### config.mk
export PLATFORM = sky130hd
export DESIGN_NAME = muxed_seven_segment_capture_top
export DESIGN_NICKNAME = d
export VERILOG_FILES = /design/src/design/mssc_pkg.sv /design/src/design/muxed_seven_segment_capture_top.sv /design/src/design/mssc_in_stage.sv /design/src/design/mssc_digits.sv
export SDC_FILE = /design/constraint.sdc
export NUM_CORES = 1
export LEC_CHECK = 0
export BUFFER_PORTS_ARGS = -buffer_cell sky130_fd_sc_hd__buf_2
export CORE_ASPECT_RATIO = 0.8
export CORE_MARGIN = 2
export CORE_UTILIZATION = 47
export CTS_BUF_LIST = sky130_fd_sc_hd__clkbuf_4 sky130_fd_sc_hd__clkbuf_8
export DETAILED_ROUTE_END_ITERATION = 10
export GPL_ROUTABILITY_DRIVEN = 0
export PLACE_DENSITY = 0.78
export SLEW_MARGIN = 20
export SYNTH_ARGS = -nofsm -noshare
export SYNTH_HDL_FRONTEND = slang
export SYNTH_SLANG_ARGS = --single-unit
### constraint.sdc
create_clock -name clock -period 2.8 [get_ports clock]
set_input_delay 0.42 -clock clock [delete_from_list [all_inputs] [get_ports clock]]
set_output_delay 0.42 -clock clock [all_outputs]
set_load 0.02 [all_outputs]
### src/design/mssc_pkg.sv
// Package: types, constants and the segment table of the seven-segment capture block.
package mssc_pkg;

   localparam int MAX_DIGITS = 4;
   localparam int OUT_DIGITS = 4;
   localparam int SELECT_BITS = 4;
   localparam int STORE_DIGITS = (MAX_DIGITS < SELECT_BITS) ? MAX_DIGITS : SELECT_BITS;

   localparam logic [2:0] COUNT_MIN = 3'd3;
   localparam logic [2:0] COUNT_MAX = 3'd4;
   localparam logic [2:0] COUNT_RESET = 3'd4;
   localparam logic [2:0] COUNT_LIMIT = (MAX_DIGITS < 4) ? 3'(MAX_DIGITS) : COUNT_MAX;

   localparam logic REQ_PORT_WRITE = 1'b0;
   localparam logic REQ_TICK = 1'b1;

   localparam logic [7:0] HEX_TABLE [16] = '{
      8'h40, 8'h79, 8'h24, 8'h30, 8'h19, 8'h12, 8'h02, 8'h78,
      8'h00, 8'h10, 8'h08, 8'h03, 8'h46, 8'h21, 8'h06, 8'h0E
   };

   typedef struct packed {
      logic       req_type;
      logic [7:0] port_byte;
   } req_item_type;

   typedef struct packed {
      logic [7:0] seg_digit3;
      logic [7:0] seg_digit2;
      logic [7:0] seg_digit1;
      logic [7:0] seg_digit0;
   } rsp_item_type;

   typedef struct packed {
      logic       fire;
      logic [2:0] digit_count;
   } update_ctrl_type;

   // Clamp the programmed count to the digits really in use.
   function automatic logic [2:0] digits_in_use(input logic [2:0] count);
      logic [2:0] n;
      n = count;
      if (n < COUNT_MIN) n = COUNT_MIN;
      if (n > COUNT_MAX) n = COUNT_MAX;
      if (n > COUNT_LIMIT) n = COUNT_LIMIT;
      return n;
   endfunction

endpackage

### src/design/muxed_seven_segment_capture_top.sv
// Top level of the multiplexed seven-segment capture block.
// One request per cycle while req_stall is low. An accepted request is held in
// the input register. When the result side can advance, the per-digit update
// between that register and the result register applies it to the digit state
// and its result is captured for rsp_valid. The sustained rate is one request
// per cycle while rsp_stall is low. A stalled result holds any request in the
// input register, which then stalls the request side. Each request (port write
// or tick) returns exactly one result showing all four digits; digits beyond
// the programmed count, clamped to three or four, read zero. csr_ready is always
// high; write the digit count only while no request is in flight.
module muxed_seven_segment_capture_top
   import mssc_pkg::*;
(
   input  logic         clock,
   input  logic         reset,
   input  logic         req_valid,
   output logic         req_stall,
   input  req_item_type req_data,
   output logic         rsp_valid,
   input  logic         rsp_stall,
   output rsp_item_type rsp_data,
   input  logic         csr_valid,
   output logic         csr_ready,
   input  logic [2:0]   csr_data
);

   logic            advance;
   logic            item_valid;
   req_item_type    item;
   update_ctrl_type ctrl;
   logic            rsp_valid_ff, rsp_valid_in;
   logic [2:0]      count_ff, count_in;

   assign advance      = !rsp_valid_ff || !rsp_stall;
   assign rsp_valid_in = advance ? item_valid : rsp_valid_ff;
   assign csr_ready    = 1'b1;
   assign count_in     = (csr_valid && csr_ready) ? csr_data : count_ff;

   always_ff @(posedge clock) begin
      if (reset) begin
         rsp_valid_ff <= 1'b0;
         count_ff     <= COUNT_RESET;
      end else begin
         rsp_valid_ff <= rsp_valid_in;
         count_ff     <= count_in;
      end
   end

   assign ctrl.fire        = item_valid && advance;
   assign ctrl.digit_count = count_ff;

   mssc_in_stage u_in_stage (
      .clock      (clock),
      .reset      (reset),
      .req_valid  (req_valid),
      .req_data   (req_data),
      .advance    (advance),
      .req_stall  (req_stall),
      .item_valid (item_valid),
      .item       (item)
   );

   mssc_digits u_digits (
      .clock  (clock),
      .reset  (reset),
      .ctrl   (ctrl),
      .item   (item),
      .result (rsp_data)
   );

   assign rsp_valid = rsp_valid_ff;

endmodule

### src/design/mssc_in_stage.sv
// Input register that holds one request until the update stage takes it.
module mssc_in_stage
   import mssc_pkg::*;
(
   input  logic         clock,
   input  logic         reset,
   input  logic         req_valid,
   input  req_item_type req_data,
   input  logic         advance,
   output logic         req_stall,
   output logic         item_valid,
   output req_item_type item
);

   logic         valid_ff, valid_in;
   req_item_type item_ff;

   // Stall only while a request is held and cannot move on.
   assign req_stall = valid_ff && !advance;
   assign valid_in  = req_stall ? valid_ff : req_valid;

   always_ff @(posedge clock) begin
      if (reset) begin
         valid_ff <= 1'b0;
      end else begin
         valid_ff <= valid_in;
      end
   end

   always_ff @(posedge clock) begin
      if (!req_stall) begin
         item_ff <= req_data;
      end
   end

   assign item_valid = valid_ff;
   assign item       = item_ff;

endmodule

### src/design/mssc_digits.sv
// Digit state, per-digit update and result register.
module mssc_digits
   import mssc_pkg::*;
(
   input  logic            clock,
   input  logic            reset,
   input  update_ctrl_type ctrl,
   input  req_item_type    item,
   output rsp_item_type    result
);

   logic [7:0]              seg_ff     [STORE_DIGITS];
   logic [7:0]              seg_in     [STORE_DIGITS];
   logic [STORE_DIGITS-1:0] refresh_ff, refresh_in;
   logic [SELECT_BITS-1:0]  mask_ff, mask_in;
   logic [7:0]              shown      [OUT_DIGITS];
   logic [7:0]              pattern;
   logic [SELECT_BITS-1:0]  new_mask;
   logic [2:0]              n_use;
   rsp_item_type            result_ff;

   assign pattern  = ~HEX_TABLE[item.port_byte[3:0]];
   assign new_mask = item.port_byte[7:4];
   assign n_use    = digits_in_use(ctrl.digit_count);
   assign mask_in  = (item.req_type == REQ_PORT_WRITE) ? new_mask : mask_ff;

   for (genvar i = 0; i < STORE_DIGITS; i++) begin : g_digit
      always_comb begin
         seg_in[i]     = seg_ff[i];
         refresh_in[i] = refresh_ff[i];
         if (3'(i) < n_use) begin
            if (item.req_type == REQ_PORT_WRITE) begin
               if (!new_mask[i]) begin
                  seg_in[i]     = pattern;
                  refresh_in[i] = 1'b1;
               end
            end else if (mask_ff[i] && seg_ff[i] != 8'h00 && !refresh_ff[i]) begin
               // blank a lit digit that was deselected and not refreshed
               seg_in[i] = 8'h00;
            end else begin
               refresh_in[i] = 1'b0;
            end
         end
      end

      always_ff @(posedge clock) begin
         if (reset) begin
            seg_ff[i]     <= 8'h00;
            refresh_ff[i] <= 1'b0;
         end else if (ctrl.fire) begin
            seg_ff[i]     <= seg_in[i];
            refresh_ff[i] <= refresh_in[i];
         end
      end
   end

   for (genvar i = 0; i < OUT_DIGITS; i++) begin : g_out
      if (i < STORE_DIGITS) begin : g_stored
         assign shown[i] = (3'(i) < n_use) ? seg_in[i] : 8'h00;
      end else begin : g_absent
         assign shown[i] = 8'h00;
      end
   end

   always_ff @(posedge clock) begin
      if (reset) begin
         mask_ff <= '1;
      end else if (ctrl.fire) begin
         mask_ff <= mask_in;
      end
   end

   always_ff @(posedge clock) begin
      if (ctrl.fire) begin
         result_ff.seg_digit0 <= shown[0];
         result_ff.seg_digit1 <= shown[1];
         result_ff.seg_digit2 <= shown[2];
         result_ff.seg_digit3 <= shown[3];
      end
   end

   assign result = result_ff;

endmodule

==> metrics <==
largest family of logic cells by synthesized area compound AO/OA/AOI/OAI gates; Synth Flop Type edfxtp_1; Post-CTS Resized 0; CP bufs+invs 1; worst-margin pin slew 0.7976 ns; WHS Endpoint u_in_stage.item[0]; Tot GR Track Use 0.1832; reg-to-reg endpoint u_digits.seg_ff[0][4]; Top delay family on crit path multiplexers; I/O Buffers 48; Async S/R FF share, synth 0; Initial Utilization 0.4889; adder-cell share of the synthesized area 0.02244; setup TNS 0 ns; Synth-to-Final Area Change 15.13%; Post-Synth XOR/XNOR Area 0; crit path time final 2.040 ns; CTS tree yes; Post-route DRC 0; WL per Instance 16.91 um; Leak 1.756 nW; vias in the first global route ~2.5k; drt pass-1 iters 7; crit path max-delay cell type o21ai_2; RR Startpoint u_in_stage.item[1]; Crit Path Max Fanout 7; outcome finished clean; Post-synth EDFFs 73; Skew-Pair Late Insertion Delay between 0.3 and 0.4 ns; flop2flop setup slack 0.76 ns; TritonCTS Sinks 84; layout cells sized above 1 0.2542; worst hold start req_data[0]; critical path class reg -> reg; cts hold-fix bufs 0; crit share post-route 0.7287; row count 29; Post-Syn Instances between 200 and 300; Logic pwr share 0.121; vias per std cell 5.680; simple-gate share of the synthesized area 0.1375; largest net degree at the start of global routing 36; Slew headroom 0.4663; RSZ-0062 raised after global routing false; DP Area about 0.0043 mm^2; final hold vios 0; post-synthesis sequential area ratio 0.6181; Peak VDD IR 364.4 uV; Crit path arrival time about 2.3 ns; Yosys reg bits 84; Final Cell Area 0.004493 mm^2; post-synth top area share 0.5617; top cells by area, synth edfxtp_1, a22o_1, dfxtp_1, nor2_1, ha_1; via count 2647; Power Dens Cells 640.4 mW/mm^2; initial antenna violation count 0; Max-Cap Viols 0; Hold Path Class in -> reg; startpoint type of the worst setup path flop; final total power roughly 2.9 mW; htree depth 3; syn nets 323; Overflow after GRT 0; post-synth top area cell edfxtp_1; required time worst endpoint 3.01 ns; drt total wl 7.882 mm; CP Capture Type flop; Ant. Diodes 0; internal power 2.167 mW; depth of the most critical reg-to-reg path 6; synth warn 0; # Post-CTS Setup Buffers 0; Clk pwr share 0.355; clk slew on worst S/H paths about 0.080 ns; critical path depth 6; clk buf depth 2; Nets 378; # setup viols final 0; drt initial violations 173; Net Sw Power a little over 700 uW; worst hold path stage count 1; Synth Area in Compound Gates 0.1597; CP cell instances inv_1 > ha_1 > mux2_2 > o21ai_2 > mux2i_1 > nor2_1; post-synthesis mux area share 0.03527; max frequency 490.1 MHz; number of CTS-inserted buffers 9; first-pass GRT wire length ~13 mm; CP peak stage delay between 0.4 and 0.5 ns; commonest non-fill, non-tap cell in the layout edfxtp_1; most frequent cells in the layout edfxtp_1, buf_2, nor2_1, a22o_1, nand2_1; clock root cell clkbuf_8; Die ar. 0.009052 mm^2; core area 0.007983 mm^2; Avg Cell Area, Syn 13.05 um^2; Die Span X 105.9 um; Sw Share 0.2469; clk_skew 0.009511 ns; DP HPWL 5.409 mm; WHS 0.2386 ns; # IOs 52; max-slew violations 0; DRT antenna net count 0; Syn Std Cell Area 0.003902 mm^2; die height 85.50 um; Reg power frac 0.524; synth unique cells 49
## cell usage after synthesis, drive strengths merged (2+ instances only)
library cell,number
edfxtp,73
o21ai,10
inv,9
a32o,5
and2b,2
nand2b,5
a211o,3
mux2i,7
o21a,3
nand2,17
and3,2
mux2,4
dfxtp,11
ha,7
nor2,37
a21oi,18
and2,4
nor4,9
a22o,28
nand3b,3
nand3,2
buf,7
clkbuf,2
nor3,8
nor2b,7
a21o,2
a2111oi,2
## power by group through the flow
stage	sequential (mW)	combinational [mW]	clock, mW
after detailed placement	1.53	0.346	0
after floorplan	1.55	0.217	0
after CTS	1.51	0.348	1.04
after global placement	1.53	0.337	0
after global routing	1.52	0.380	1.08
final	1.51	0.348	1.02
## metrics by stage
stage,std cells,util,setup WS [ns]
2_1_floorplan,299,-,0.9153
3_3_place_gp,451,0.5332,0.6986
3_5_place_dp,451,0.5332,0.6783
4_1_cts,466,0.5629,0.7496
5_1_grt,466,0.5629,0.6592
6_report,466,0.5629,0.7595
## flip-flops by register name, indices dropped and copies added (netlist names)
name                   count
u_digits.result           32
u_in_stage.item            9
u_digits.mask_ff           4
rsp_valid                  1
u_in_stage.item_valid      1
u_digits.refresh_ff        4
count_ff                   1
u_digits.seg_ff           32
## worst max path at each step
stage                       start                     to
6_report       u_in_stage.item[1]  u_digits.seg_ff[0][4]
5_1_grt                 rsp_valid  u_digits.seg_ff[3][5]
4_1_cts        u_in_stage.item[1]  u_digits.seg_ff[0][4]
3_5_place_dp            rsp_stall  u_digits.seg_ff[3][5]
3_3_place_gp            rsp_stall  u_digits.seg_ff[3][1]
2_1_floorplan           rsp_stall  u_digits.seg_ff[0][0]
## routing by layer
layer,up-vias,part of all wire,track usage
met2,115,0.45,0.2745
li1,1247,-,-
met3,16,0.077,0.04331
met4,0,0.020,0.07177
met1,1269,0.46,0.2612
met5,-,0,0
## logic make-up (layout without fill, tap and decap cells)
group           Yosys count  after routing
compound gates           77             77
fa+ha+maj                 7              7
buf+inv                  19             78
flops                    84             84
mux                      12             12
other cells               1              1
simple gates             99             99
## cell type report
cell class	count	area, um^2
flip-flops and latches	84	2412
clock buffers	9	123.9
inverters	10	42.54
repair buffers	53	277.8
fillers	675	3490
clock inverters	6	112.6
well taps	108	135.1
multi-input cells	196	1389
## worst reg2reg max path: stages, from the launching register on
cell and delay, ns:
edfxtp_1 0.44, inv_1 0.13, ha_1 0.27, mux2_2 0.30
o21ai_2 0.45, mux2i_1 0.19, nor2_1 0.13
(Power assumes the default switching activity.)
